## config.mk

```make
export PLATFORM = sky130hd
export DESIGN_NAME = stereo_fir_filter_flat
export DESIGN_NICKNAME = d
export VERILOG_FILES = /design/src/design/sfir_pkg.sv /design/src/design/sfir_if.sv /design/src/design/sfir_ctrl.sv /design/src/design/sfir_datapath.sv /design/src/design/stereo_fir_filter.sv /design/src/flat_wrapper.sv
export SDC_FILE = /design/constraint.sdc
export NUM_CORES = 2
export LEC_CHECK = 0
export ABC_AREA = 1
export BUFFER_PORTS_ARGS = -buffer_cell sky130_fd_sc_hd__buf_2
export CORE_ASPECT_RATIO = 2
export CORE_MARGIN = 1.5
export CORE_UTILIZATION = 45
export CTS_BUF_LIST = sky130_fd_sc_hd__clkbuf_4
export DETAILED_ROUTE_END_ITERATION = 7
export GPL_ROUTABILITY_DRIVEN = 0
export PLACE_DENSITY_LB_ADDON = 0.12
export SYNTH_ARGS = -nofsm -noshare
export SYNTH_HDL_FRONTEND = slang
export SYNTH_SLANG_ARGS = --single-unit
export TNS_END_PERCENT = 1
```

## constraint.sdc

```tcl
create_clock -name clk -period 6.3 [get_ports clk]
set_clock_uncertainty 0.15 [all_clocks]
set_input_delay 0.63 -clock clk [delete_from_list [all_inputs] [get_ports clk]]
set_output_delay 0.63 -clock clk [all_outputs]
set_load 0.02 [all_outputs]
```

## src/design/sfir_pkg.sv

```systemverilog
// Shared types and constants for the stereo FIR filter.
`default_nettype none

package sfir_pkg;

  localparam int SAMPLE_BITS   = 16;
  localparam int COEF_BITS     = 16;
  localparam int FRAC_BITS     = 8;
  localparam int CHANNELS      = 2;
  localparam int CMD_BITS      = 2;
  localparam int COEF_IDX_BITS = 5;
  localparam int TAPS_DEFAULT  = 32;

  typedef enum logic [CMD_BITS-1:0] {
    CMD_PUSH  = 2'd0,
    CMD_COEF  = 2'd1,
    CMD_CLEAR = 2'd2
  } sfir_cmd_t;

  typedef enum logic [1:0] {
    ST_IDLE,
    ST_RUN,
    ST_DRAIN,
    ST_FIN
  } sfir_state_t;

  typedef struct packed {
    logic push_wr;
    logic coef_wr;
    logic hist_clr;
    logic issue;
    logic out_load;
  } sfir_ctl_t;

  typedef struct packed {
    logic last_tap;
    logic busy;
  } sfir_sts_t;

endpackage

`default_nettype wire

```

## src/design/sfir_if.sv

```systemverilog
// Valid/ready channel interfaces for sample commands and filtered results.
`default_nettype none

interface sfir_in_if import sfir_pkg::*; ();
  logic                        valid;
  logic                        ready;
  logic [CMD_BITS-1:0]         cmd;
  logic [SAMPLE_BITS-1:0]      left_sample;
  logic [SAMPLE_BITS-1:0]      right_sample;
  logic [COEF_IDX_BITS-1:0]    coef_index;
  logic signed [COEF_BITS-1:0] coef_value;

  modport source (
    output valid, cmd, left_sample, right_sample, coef_index, coef_value,
    input  ready
  );
  modport sink (
    input  valid, cmd, left_sample, right_sample, coef_index, coef_value,
    output ready
  );
endinterface

interface sfir_out_if import sfir_pkg::*; ();
  logic                   valid;
  logic                   ready;
  logic [SAMPLE_BITS-1:0] left_out;
  logic [SAMPLE_BITS-1:0] right_out;

  modport source (
    output valid, left_out, right_out,
    input  ready
  );
  modport sink (
    input  valid, left_out, right_out,
    output ready
  );
endinterface

`default_nettype wire

```

## src/design/sfir_ctrl.sv

```systemverilog
// Sequencer for command decode, tap loop, drain and result hand-off.
`default_nettype none

module sfir_ctrl import sfir_pkg::*; (
  input  wire logic                clk,
  input  wire logic                rst_n,
  input  wire logic                in_valid,
  output logic                     in_ready,
  input  wire logic [CMD_BITS-1:0] in_cmd,
  output logic                     out_valid,
  input  wire logic                out_ready,
  output sfir_ctl_t                ctl,
  input  wire sfir_sts_t           sts
);

  sfir_state_t state_r, state_nxt;
  logic        out_vld_r, out_vld_nxt;

  always_ff @(posedge clk) begin
    if (!rst_n) begin
      state_r   <= ST_IDLE;
      out_vld_r <= 1'b0;
    end else begin
      state_r   <= state_nxt;
      out_vld_r <= out_vld_nxt;
    end
  end

  always_comb begin
    state_nxt = state_r;
    case (state_r)
      ST_IDLE: begin
        if (in_valid && (in_cmd == CMD_PUSH)) state_nxt = ST_RUN;
      end
      ST_RUN: begin
        if (sts.last_tap) state_nxt = ST_DRAIN;
      end
      ST_DRAIN: begin
        if (!sts.busy) state_nxt = ST_FIN;
      end
      ST_FIN: begin
        if (!out_vld_r || out_ready) state_nxt = ST_IDLE;
      end
      default: state_nxt = ST_IDLE;
    endcase
  end

  always_comb begin
    ctl      = '0;
    in_ready = 1'b0;
    case (state_r)
      ST_IDLE: begin
        in_ready = 1'b1;
        if (in_valid) begin
          case (in_cmd)
            CMD_PUSH:  ctl.push_wr  = 1'b1;
            CMD_COEF:  ctl.coef_wr  = 1'b1;
            CMD_CLEAR: ctl.hist_clr = 1'b1;
            default:   ;
          endcase
        end
      end
      ST_RUN:   ctl.issue    = 1'b1;
      ST_DRAIN: ;
      ST_FIN:   ctl.out_load = !out_vld_r || out_ready;
      default:  ;
    endcase
  end

  always_comb begin
    if (ctl.out_load) begin
      out_vld_nxt = 1'b1;
    end else if (out_ready) begin
      out_vld_nxt = 1'b0;
    end else begin
      out_vld_nxt = out_vld_r;
    end
  end

  assign out_valid = out_vld_r;

endmodule

`default_nettype wire

```

## src/design/sfir_datapath.sv

```systemverilog
// History and coefficient memories, MAC pipeline, rounding and saturation.
`default_nettype none

module sfir_datapath import sfir_pkg::*; #(
  parameter int TAPS = TAPS_DEFAULT
) (
  input  wire logic                        clk,
  input  wire logic                        rst_n,
  input  wire sfir_ctl_t                   ctl,
  output sfir_sts_t                        sts,
  input  wire logic [SAMPLE_BITS-1:0]      left_sample,
  input  wire logic [SAMPLE_BITS-1:0]      right_sample,
  input  wire logic [COEF_IDX_BITS-1:0]    coef_index,
  input  wire logic signed [COEF_BITS-1:0] coef_value,
  output logic [SAMPLE_BITS-1:0]           left_out,
  output logic [SAMPLE_BITS-1:0]           right_out
);

  localparam int PW     = $clog2(TAPS);
  localparam int HW     = CHANNELS * SAMPLE_BITS;
  localparam int PROD_W = SAMPLE_BITS + COEF_BITS;
  localparam int ACC_W  = PROD_W + PW;
  localparam int SUM_W  = ACC_W + 2;
  localparam logic signed [SUM_W-1:0] RND    = SUM_W'((1 << FRAC_BITS) - 1);
  localparam logic signed [SUM_W-1:0] MID_SH =
    SUM_W'(1) <<< (SAMPLE_BITS - 1 + FRAC_BITS);

  logic [HW-1:0]        hist_mem [TAPS];
  logic [COEF_BITS-1:0] coef_mem [TAPS];

  logic [TAPS-1:0] hist_vld_r;
  logic [TAPS-1:0] coef_vld_r;
  logic [PW-1:0]   wr_ptr_r, wr_ptr_nxt;
  logic [PW-1:0]   rd_ptr_r, rd_ptr_nxt;
  logic [PW-1:0]   tap_r, tap_nxt;
  logic            s1_vld_r;
  logic            s2_vld_r;

  logic [HW-1:0]               hist_rd_r;
  logic                        hist_rv_r;
  logic signed [COEF_BITS-1:0] coef_rd_r;
  logic                        coef_rv_r;

  logic signed [PROD_W-1:0]      prod_r  [CHANNELS];
  logic signed [ACC_W-1:0]       acc_r   [CHANNELS];
  logic [SAMPLE_BITS-1:0]        out_smp_r [CHANNELS];
  logic [SAMPLE_BITS-1:0]        smp_in  [CHANNELS];
  logic [HW-1:0]                 hist_wdata;
  logic signed [COEF_BITS-1:0]   coef_op;
  logic signed [SAMPLE_BITS-1:0] hist_op [CHANNELS];
  logic signed [SUM_W-1:0]       fin_sum [CHANNELS];
  logic [SAMPLE_BITS-1:0]        fin_smp [CHANNELS];
  logic                          coef_wr_en;
  logic [PW-1:0]                 cw_addr;

  // centering: flip the MSB of offset binary to get two's complement
  assign smp_in[0] = left_sample;
  assign smp_in[1] = right_sample;

  always_comb begin
    for (int c = 0; c < CHANNELS; c++) begin
      hist_wdata[c*SAMPLE_BITS +: SAMPLE_BITS] =
        {~smp_in[c][SAMPLE_BITS-1], smp_in[c][SAMPLE_BITS-2:0]};
    end
  end

  assign coef_wr_en = ctl.coef_wr && (32'(coef_index) < TAPS);
  assign cw_addr    = PW'(coef_index);

  always_ff @(posedge clk) begin
    if (ctl.push_wr) hist_mem[wr_ptr_r] <= hist_wdata;
    if (coef_wr_en) coef_mem[cw_addr] <= coef_value;
    hist_rd_r <= hist_mem[rd_ptr_r];
    coef_rd_r <= coef_mem[tap_r];
    hist_rv_r <= hist_vld_r[rd_ptr_r];
    coef_rv_r <= coef_vld_r[tap_r];
  end

  always_comb begin
    wr_ptr_nxt = wr_ptr_r;
    if (ctl.hist_clr) begin
      wr_ptr_nxt = '0;
    end else if (ctl.out_load) begin
      wr_ptr_nxt = (wr_ptr_r == PW'(TAPS - 1)) ? '0 : wr_ptr_r + 1'b1;
    end
  end

  always_comb begin
    rd_ptr_nxt = rd_ptr_r;
    tap_nxt    = tap_r;
    if (ctl.push_wr) begin
      rd_ptr_nxt = wr_ptr_r;
      tap_nxt    = '0;
    end else if (ctl.issue) begin
      rd_ptr_nxt = (rd_ptr_r == '0) ? PW'(TAPS - 1) : rd_ptr_r - 1'b1;
      if (!sts.last_tap) tap_nxt = tap_r + 1'b1;
    end
  end

  always_ff @(posedge clk) begin
    if (!rst_n) begin
      hist_vld_r <= '0;
      coef_vld_r <= '0;
      wr_ptr_r   <= '0;
      rd_ptr_r   <= '0;
      tap_r      <= '0;
      s1_vld_r   <= 1'b0;
      s2_vld_r   <= 1'b0;
    end else begin
      if (ctl.hist_clr) begin
        hist_vld_r <= '0;
      end else if (ctl.push_wr) begin
        hist_vld_r[wr_ptr_r] <= 1'b1;
      end
      if (coef_wr_en) coef_vld_r[cw_addr] <= 1'b1;
      wr_ptr_r <= wr_ptr_nxt;
      rd_ptr_r <= rd_ptr_nxt;
      tap_r    <= tap_nxt;
      s1_vld_r <= ctl.issue;
      s2_vld_r <= s1_vld_r;
    end
  end

  // never-written entries read as zero
  always_comb begin
    coef_op = coef_rv_r ? coef_rd_r : '0;
    for (int c = 0; c < CHANNELS; c++) begin
      hist_op[c] = hist_rv_r ? hist_rd_r[c*SAMPLE_BITS +: SAMPLE_BITS] : '0;
    end
  end

  always_ff @(posedge clk) begin
    for (int c = 0; c < CHANNELS; c++) begin
      prod_r[c] <= coef_op * hist_op[c];
      if (ctl.push_wr) begin
        acc_r[c] <= '0;
      end else if (s2_vld_r) begin
        acc_r[c] <= acc_r[c] + ACC_W'(prod_r[c]);
      end
    end
  end

  // truncate toward zero, re-add midpoint, saturate
  always_comb begin
    for (int c = 0; c < CHANNELS; c++) begin
      fin_sum[c] = SUM_W'(acc_r[c]) + (acc_r[c][ACC_W-1] ? RND : '0) + MID_SH;
      if (fin_sum[c][SUM_W-1]) begin
        fin_smp[c] = '0;
      end else if (|fin_sum[c][SUM_W-2:FRAC_BITS+SAMPLE_BITS]) begin
        fin_smp[c] = '1;
      end else begin
        fin_smp[c] = fin_sum[c][FRAC_BITS +: SAMPLE_BITS];
      end
    end
  end

  always_ff @(posedge clk) begin
    if (ctl.out_load) begin
      for (int c = 0; c < CHANNELS; c++) out_smp_r[c] <= fin_smp[c];
    end
  end

  assign left_out     = out_smp_r[0];
  assign right_out    = out_smp_r[1];
  assign sts.last_tap = (tap_r == PW'(TAPS - 1));
  assign sts.busy     = s1_vld_r || s2_vld_r;

  a_load_after_drain: assert property (@(posedge clk) disable iff (!rst_n)
    ctl.out_load |-> !s1_vld_r && !s2_vld_r)
    else $error("result loaded while MAC pipeline still busy");

  a_ptr_range: assert property (@(posedge clk) disable iff (!rst_n)
    (32'(wr_ptr_r) < TAPS) && (32'(rd_ptr_r) < TAPS) && (32'(tap_r) < TAPS))
    else $error("pointer out of tap range");

  a_loop_start: assert property (@(posedge clk) disable iff (!rst_n)
    ctl.push_wr |=> (rd_ptr_r == wr_ptr_r) && (tap_r == '0))
    else $error("tap loop does not start at newest sample");

  a_loop_stop: assert property (@(posedge clk) disable iff (!rst_n)
    ctl.issue && sts.last_tap |=> !ctl.issue)
    else $error("tap loop issued past last tap");

endmodule

`default_nettype wire

```

## src/design/stereo_fir_filter.sv

```systemverilog
// Top level of the two-channel offset-binary FIR filter.
//
//   channel   dir   beat contents
//   in_bus    in    cmd, left_sample, right_sample, coef_index, coef_value
//   out_bus   out   left_out, right_out (one beat per push command)
//
// Push: accept, one MAC per tap, MAC pipeline drain, finish; the single
// history/coefficient read port sets the loop length.
// Coefficient write, clear and unused commands give no result beat.
// Reset clears pointers and per-entry valid bits at once; no clearing pass.
// A result beat waits in the output register; only the next finish step stalls.
`default_nettype none

module stereo_fir_filter import sfir_pkg::*; #(
  parameter int TAPS = TAPS_DEFAULT
) (
  input wire logic     clk,
  input wire logic     rst_n,
  sfir_in_if.sink      in_bus,
  sfir_out_if.source   out_bus
);

  sfir_ctl_t ctl;
  sfir_sts_t sts;

  sfir_ctrl u_ctrl (
    .clk       (clk),
    .rst_n     (rst_n),
    .in_valid  (in_bus.valid),
    .in_ready  (in_bus.ready),
    .in_cmd    (in_bus.cmd),
    .out_valid (out_bus.valid),
    .out_ready (out_bus.ready),
    .ctl       (ctl),
    .sts       (sts)
  );

  sfir_datapath #(
    .TAPS (TAPS)
  ) u_datapath (
    .clk          (clk),
    .rst_n        (rst_n),
    .ctl          (ctl),
    .sts          (sts),
    .left_sample  (in_bus.left_sample),
    .right_sample (in_bus.right_sample),
    .coef_index   (in_bus.coef_index),
    .coef_value   (in_bus.coef_value),
    .left_out     (out_bus.left_out),
    .right_out    (out_bus.right_out)
  );

endmodule

`default_nettype wire

```

## src/flat_wrapper.sv

```systemverilog
// flat-port wrapper written by rule: the top's interface ports become plain ports
module stereo_fir_filter_flat import sfir_pkg::*;
#(
  parameter int TAPS = TAPS_DEFAULT
)
  (clk, rst_n, in_bus_valid, in_bus_cmd, in_bus_left_sample, in_bus_right_sample, in_bus_coef_index, in_bus_coef_value, in_bus_ready, out_bus_valid, out_bus_left_out, out_bus_right_out, out_bus_ready);
  sfir_in_if in_bus_i ();
  sfir_out_if out_bus_i ();
  input wire logic clk;
  input wire logic rst_n;
  input wire logic [$bits(in_bus_i.valid)-1:0] in_bus_valid;
  input wire logic [$bits(in_bus_i.cmd)-1:0] in_bus_cmd;
  input wire logic [$bits(in_bus_i.left_sample)-1:0] in_bus_left_sample;
  input wire logic [$bits(in_bus_i.right_sample)-1:0] in_bus_right_sample;
  input wire logic [$bits(in_bus_i.coef_index)-1:0] in_bus_coef_index;
  input wire logic [$bits(in_bus_i.coef_value)-1:0] in_bus_coef_value;
  output wire logic [$bits(in_bus_i.ready)-1:0] in_bus_ready;
  output wire logic [$bits(out_bus_i.valid)-1:0] out_bus_valid;
  output wire logic [$bits(out_bus_i.left_out)-1:0] out_bus_left_out;
  output wire logic [$bits(out_bus_i.right_out)-1:0] out_bus_right_out;
  input wire logic [$bits(out_bus_i.ready)-1:0] out_bus_ready;
  assign in_bus_i.valid = in_bus_valid;
  assign in_bus_i.cmd = in_bus_cmd;
  assign in_bus_i.left_sample = in_bus_left_sample;
  assign in_bus_i.right_sample = in_bus_right_sample;
  assign in_bus_i.coef_index = in_bus_coef_index;
  assign in_bus_i.coef_value = in_bus_coef_value;
  assign in_bus_ready = in_bus_i.ready;
  assign out_bus_valid = out_bus_i.valid;
  assign out_bus_left_out = out_bus_i.left_out;
  assign out_bus_right_out = out_bus_i.right_out;
  assign out_bus_i.ready = out_bus_ready;
  stereo_fir_filter #(.TAPS(TAPS)) u_core (.clk(clk), .rst_n(rst_n), .in_bus(in_bus_i), .out_bus(out_bus_i));
endmodule
```

== Word level (Yosys, flattened, before mapping) ==
Memory sizes are Yosys's and may differ from the RTL's. A register that Yosys moved wholly into a read port is not among the register bits.
Cells that the tools add are included.

* Mux-type cells: 47
* Bitwise gates (word level): 8
* Magnitude comparators: 6
* Eq/ne operators: 11
* Add/subtract/negate cells: 9
* Reduce and logical (&&, ||, !) cells: 17
* Multipliers: 2

{| class="wikitable"
|+ Operators by type and width
! operator !! number
|-
| two-way mux 16 bit || 7
|-
| adder 38 x 25 -> 39 bit (second input constant) || 2
|-
| adder 37 x 9 -> 38 bit || 2
|-
| adder 37 x 32 -> 37 bit || 2
|-
| two-way mux 37 bit || 2
|-
| multiplier 16 x 16 -> 32 bit || 2
|-
| OR 32 bit || 2
|-
| OR reduction 14 bit || 2
|-
| < comparator 5 x 6 -> 1 bit (second input constant) || 4
|-
| two-way mux 1 bit || 21
|-
| two-way mux 5 bit || 4
|-
| two-way mux 8 bit || 2
|-
| adder 5 x 1 -> 5 bit (second input constant) || 2
|-
| binary-select mux 1 bit (select 5 bit) || 2
|-
| demux 1 bit (select 5 bit) || 2
|-
| == test 5 bit (second input constant) || 2
|-
| greater-or-equal comparator 5 x 1 -> 1 bit (second input constant) || 2
|-
| two-way mux 2 bit || 4
|-
| one-hot mux 2 bit (4 select lines) || 1
|-
| == test 2 bit (second input constant) || 3
|-
| two-way mux 3 bit || 2
|-
| != test 2 bit (second input constant) || 3
|-
| logical NOT 5 bit || 1
|-
| subtractor 5 x 1 -> 5 bit (second input constant) || 1
|-
| other kinds (12) || 23
|}

* Bits in registers: 86
* Memories: 5
* Output and inout port bits: 34
* Input bits: 59
* Memory bits (writable): 1706
* Logic and storage cells: 116

{| class="wikitable"
|+ Memory list
! memory !! depth !! bits a word !! read ports !! clocked after memory_dff !! write ports !! RTL line !! source
|-
| u_core.u_datapath.hist_mem || 32 || 32 || 1 || 1 || 1 || sfir_datapath.sv:28 || <nowiki>logic [HW-1:0] hist_mem [TAPS];</nowiki>
|-
| u_core.u_datapath.coef_mem || 32 || 16 || 1 || 1 || 1 || sfir_datapath.sv:29 || <nowiki>logic [COEF_BITS-1:0] coef_mem [TAPS];</nowiki>
|-
| u_core.u_datapath.acc_r || 2 || 37 || 2 || 0 || 2 || sfir_datapath.sv:45 || <nowiki>logic signed [ACC_W-1:0] acc_r [CHANNELS];</nowiki>
|-
| u_core.u_datapath.prod_r || 2 || 32 || 2 || 0 || 2 || sfir_datapath.sv:44 || <nowiki>logic signed [PROD_W-1:0] prod_r [CHANNELS];</nowiki>
|-
| u_core.u_datapath.out_smp_r || 2 || 16 || 2 || 0 || 2 || sfir_datapath.sv:46 || <nowiki>logic [SAMPLE_BITS-1:0] out_smp_r [CHANNELS];</nowiki>
|}

== Logic depth before layout (Yosys ltp) ==
* Depth after elaboration: 7
* Depth in mapped cells: 30
* Depth with buffers taken out: 27

== Modules after synthesis ==
From an unflattened synthesis, not the netlist that was laid out.

* Cell total of the unflattened synthesis: 9076
* Area, all modules: 96306.1 µm²

{| class="wikitable"
|+ Modules (own cells, without submodules)
! module !! times used !! cells each !! sequential area each (µm²) !! area each (µm²)
|-
| sfir_datapath || 1 || 9035 || 53211.0 || 96004.6
|-
| sfir_ctrl || 1 || 41 || 60.1 || 301.5
|}

== Least setup slack after synthesis ==
OpenSTA, ideal clock, no wires.

* Path type: flip-flop to flip-flop
* Start point: reg u_core.u_datapath.coef_rv_r
* End point: mem u_core.u_datapath.prod_r[0][29] (netlist name)
* Stages on the path, launching flop included: 30
* Buffers on the path: 3
* Required time: 6.078 ns
* Library setup time: 0.072 ns
* Arrival: 6.029 ns
* Path slack: 0.050 ns
* Clock period less this slack: 6.250 ns
* Cell sequence: dfxtp_1 -> clkbuf_1 -> clkbuf_1 -> nand2_1 -> inv_1 -> clkbuf_1 -> nand2_1 -> fa_1 -> inv_1 -> fa_1 -> inv_1 -> fa_1 -> inv_1 -> fa_1 -> fa_1 -> inv_1 -> fa_1 -> inv_1 -> ha_1 -> nand2_1 -> nor2_1 -> inv_1 -> nor3_1 -> nand2_1 -> o211ai_1 -> nand2_1 -> nand2_1 -> nand2_1 -> nand2_1 -> xor2_1

{| class="wikitable"
|+ RTL lines
! item !! RTL line !! source
|-
| start, declared || sfir_datapath.sv:42 || <nowiki>logic coef_rv_r;</nowiki>
|-
| start signal, assigned || sfir_datapath.sv:76 || <nowiki>coef_rv_r <= coef_vld_r[tap_r];</nowiki>
|-
| end, declared || sfir_datapath.sv:44 ||
|}

==> impl_metrics.py <==
metrics = {
    "routing": {
        "drc": 0,
        "wl_um": 303200,
        "drtIter0Drc": 4792,
        "vias": 70730,
        "avgViaCountPerCell": 5.611,
        "wl_per_cell_um": 24.05,
        "ant_nets": 0,
        "first_pass_iters": 8,
    },
    "synthesis": {
        "syn-num-nets": 9894,
        "avgSynthCellArea_um2": 10.63,
        "synth.top_cells.by_count": "1642 x edfxtp_1, 1589 x nor2_1, 1036 x o21ai_0",
        "synth-compound-area-share": 0.1102,
        "synth-simple-area-share": 0.1263,
        "postSynthCellCount": 9047,
        "synth_seq_cells": 1840,
        "synth_adder_area_share": 0.1436,
        "synth_xor_area_frac": 0.009107,
        "synth_top_area_cell": "edfxtp_1",
        "yosysTopAreaCellShare": 0.5127,
        "yosysMostFrequentCell": "edfxtp_1",
        "synth_top_family_by_area": "adder cells",
        "ys_types": 53,
        "synthTopCellsByArea": "edfxtp_1 51%, fa_1 11%, nor2_1 6.2%",
        "synth_flop_cell": "edfxtp_1",
        "yosysWarnings": 0,
        "synth_edf_count": 1642,
        "ys_seq_area_frac": 0.5539,
        "synthesis.area_mm2": 0.09617,
        "synthMuxAreaShare": 0,
        "postSynth.asyncResetShare": 0,
    },
    "global_route": {
        "use_met3": 0.04206,
        "use_met2": 0.5037,
        "grt_max_degree": 187,
        "busiest_layer": "met2",
        "grt.met1_usage": 0.2972,
        "grtUsageTotal": 0.2779,
        "grt_pass1_wl_um": 446000,
        "grt_antenna_before_repair": 26,
        "grt_overflow": 0,
        "grt_pass1_vias": 72840,
    },
    "placement": {
        "io_buffers": 92,
        "dpl.hpwl_um": 196400,
        "placed_area_mm2": 0.1013,
    },
    "floorplan": {
        "fp.dieW_um": 329.9,
        "row_count": 239,
        "die_y_um": 656.8,
        "io_pins": 93,
        "core_mm2": 0.2120,
        "start_util": 0.4536,
        "die-area_mm2": 0.2167,
    },
    "timing": {
        "fmax_ghz": 0.1641,
        "tightest_slew_ps": 1276,
        "hold_viol_final": 0,
        "slew_viol_final": 0,
        "fin_crit_ps": 6094,
        "worst_slew_margin_rel": 0.1476,
        "setup_violations": 0,
        "rsz0062_at_grt": "true",
        "fin_crit_sh": 0.9673,
    },
    "layout": {
        "drive_gt1_frac": 0.1212,
        "fin_util": 0.5062,
        "syn_to_final_growth_pct": 11.59,
        "final_area_mm2": 0.1073,
        "nets": 10340,
    },
    "critical_path": {
        "path_max_fanout": 12,
        "startpoint": "u_core.u_datapath.coef_rd_r[9]$_DFF_P_",
        "critPathLaunchType": "register",
        "crit_path_end_kind": "register",
        "cp.required_ps": 7290,
        "arrival_ps": 7080,
        "crit-reg2reg-launch": "u_core.u_datapath.coef_rd_r[9]$_DFF_P_",
        "path_class": "reg2reg",
    },
    "cts": {
        "cts_tree": "built",
        "htreeDepth": 5,
        "clk_pin_slew_ps": 80,
        "clk_path_buf_depth": 4,
        "clkSinkCount": 1840,
        "cts_root_buffer": "clkbuf_4",
        "insertion_delay_ps": 1270,
        "cts_buffers": 410,
    },
    "power": {
        "p_leak_uw": 0.04194,
        "vdd_drop_max_v": 0.0002672,
        "p_per_area_mw_per_mm2": 319.8,
    },
    "hold_path": {
        "min_from": "out_bus_ready",
        "holdCritPathClass": "in2reg",
    },
    "run": {
        "cap_viol_max_count": 0,
    },
    "run_status": {
        "outcome": "completed",
    },
}
-- cells in the final DEF (no fill, tap or decap), types with 247 or more instances in the layout --
| cell type | n |
|---|---|
| buf_4 | 282 |
| nand2_1 | 1013 |
| inv_1 | 988 |
| fa_1 | 520 |
| o21ai_0 | 1034 |
| nor2_1 | 1536 |
| nand3_1 | 247 |
| edfxtp_1 | 1642 |
| clkbuf_4 | 600 |
| ha_1 | 260 |
-- layer usage --
| metal | up-vias | share of wire |
|---|---|---|
| met2 | 2613 | 0.53 |
| met5 | - | 0.00023 |
| met3 | 896 | 0.055 |
| met4 | 10 | 0.070 |
| li1 | 32100 | - |
| met1 | 35110 | 0.35 |
-- per-stage QoR --
step | total power (uW) | setup TNS [ps] | cells | setup slack (ps) | hold slack (ps)
after floorplan | 20820 | 0 | 9047 | 49.85 | 251.7
after global placement | 25020 | 0 | 11790 | 8.719 | 259.4
after detailed placement | 25160 | -71.80 | 11790 | -71.80 | 265.7
after CTS | 34510 | 0 | 12580 | 55.41 | 15.63
after global routing | 36180 | -101.5 | 12600 | -37.96 | 173.9
final | 34320 | 0 | 12610 | 205.9 | 216.7
-- registers in the layout, summed over array words and instances (netlist names) --
signal and count:
u_core.u_datapath.wr_ptr_r 5, u_core.u_datapath.rd_ptr_r 5, u_core.u_datapath.acc_r 74, u_core.u_datapath.coef_rv_r 1, u_core.u_datapath.prod_r 64, u_core.u_datapath.hist_vld_r 32
u_core.u_datapath.coef_rd_r 16, u_core.u_datapath.hist_rv_r 1, u_core.u_ctrl.state_r 2, u_core.u_ctrl.out_valid 1, u_core.u_datapath.hist_rd_r 32, u_core.u_datapath.s1_vld_r 1
u_core.u_datapath.hist_mem 1024, u_core.u_datapath.s2_vld_r 1, u_core.u_datapath.coef_mem 512, u_core.u_datapath.coef_vld_r 32, u_core.u_datapath.out_smp_r 32, u_core.u_datapath.tap_r 5
-- area by class of cell --
type                    count  area (um2)
diodes                     25       62.56
clock buffers             600        4504
clock inverters           129       680.7
fillers                 19310      104700
inverters                1022        3877
multi-input cells        5760       37800
flip-flops and latches   1840       53300
well taps                2771        3467
repair buffers            459        3628
-- kinds of logic (layout without fill, tap and decap cells) --
logic type / after synthesis / count (layout)
compound gates: 1845 / 1845
xor+xnor: 100 / 100
fa+ha+maj: 788 / 788
buf+inv: 1447 / 2210
flops: 1840 / 1840
other cells: 0 / 25
simple gates: 3027 / 3027
-- report_power, final --
| group | switching, uW | leakage, uW | total, uW | internal [uW] |
|---|---|---|---|---|
| clock | 4680 | 0.00309 | 9250 | 4570 |
| sequential | 458 | 0.0164 | 14200 | 13700 |
| combinational | 7610 | 0.0224 | 10900 | 3270 |
| total | 12700 | 0.0419 | 34300 | 21600 |
-- critical path, cell delays in order, from the launching register on --
cell and delay (ps):
dfxtp_1 300, buf_4 180, nand2_1 120, buf_4 300, nor2_1 120, fa_1 540, inv_1 50, fa_1 470
fa_1 520, inv_1 60, fa_1 500, fa_1 490, inv_1 50, fa_1 470, inv_1 40, ha_1 360
nand2_1 90, nor2_1 140, inv_1 60, nor3_1 180, nand2_1 80, o211ai_1 290, nand2_1 90, nand2_1 90
buf_4 110, xor2_1 150
-- final timing paths --
| kind | slack (ps) | to | cells after the start |
|---|---|---|---|
| setup / recovery | 210 | u_core.u_datapath.prod_r[0][27]$_DFF_P_ | 25 |
| hold / removal | 220 | u_core.u_ctrl.out_valid$_SDFFE_PN0P_ | 5 |
| hold reg to reg | 320 | u_core.u_datapath.hist_vld_r[1]$_SDFFE_PP0P_ | 2 |
| setup reg to reg | 210 | u_core.u_datapath.prod_r[0][27]$_DFF_P_ | 25 |
-- what timing repair did --
| action | CTS | global route |
|---|---|---|
| endpoints found under the setup margin | 0 | 27 |
| setup buffers | 0 | 2 |
| hold endpoints to repair | 2007 | 0 |
| hold buffers | 65 | 0 |
| resized for setup | 0 | 36 |
(Power assumes the default switching activity.)
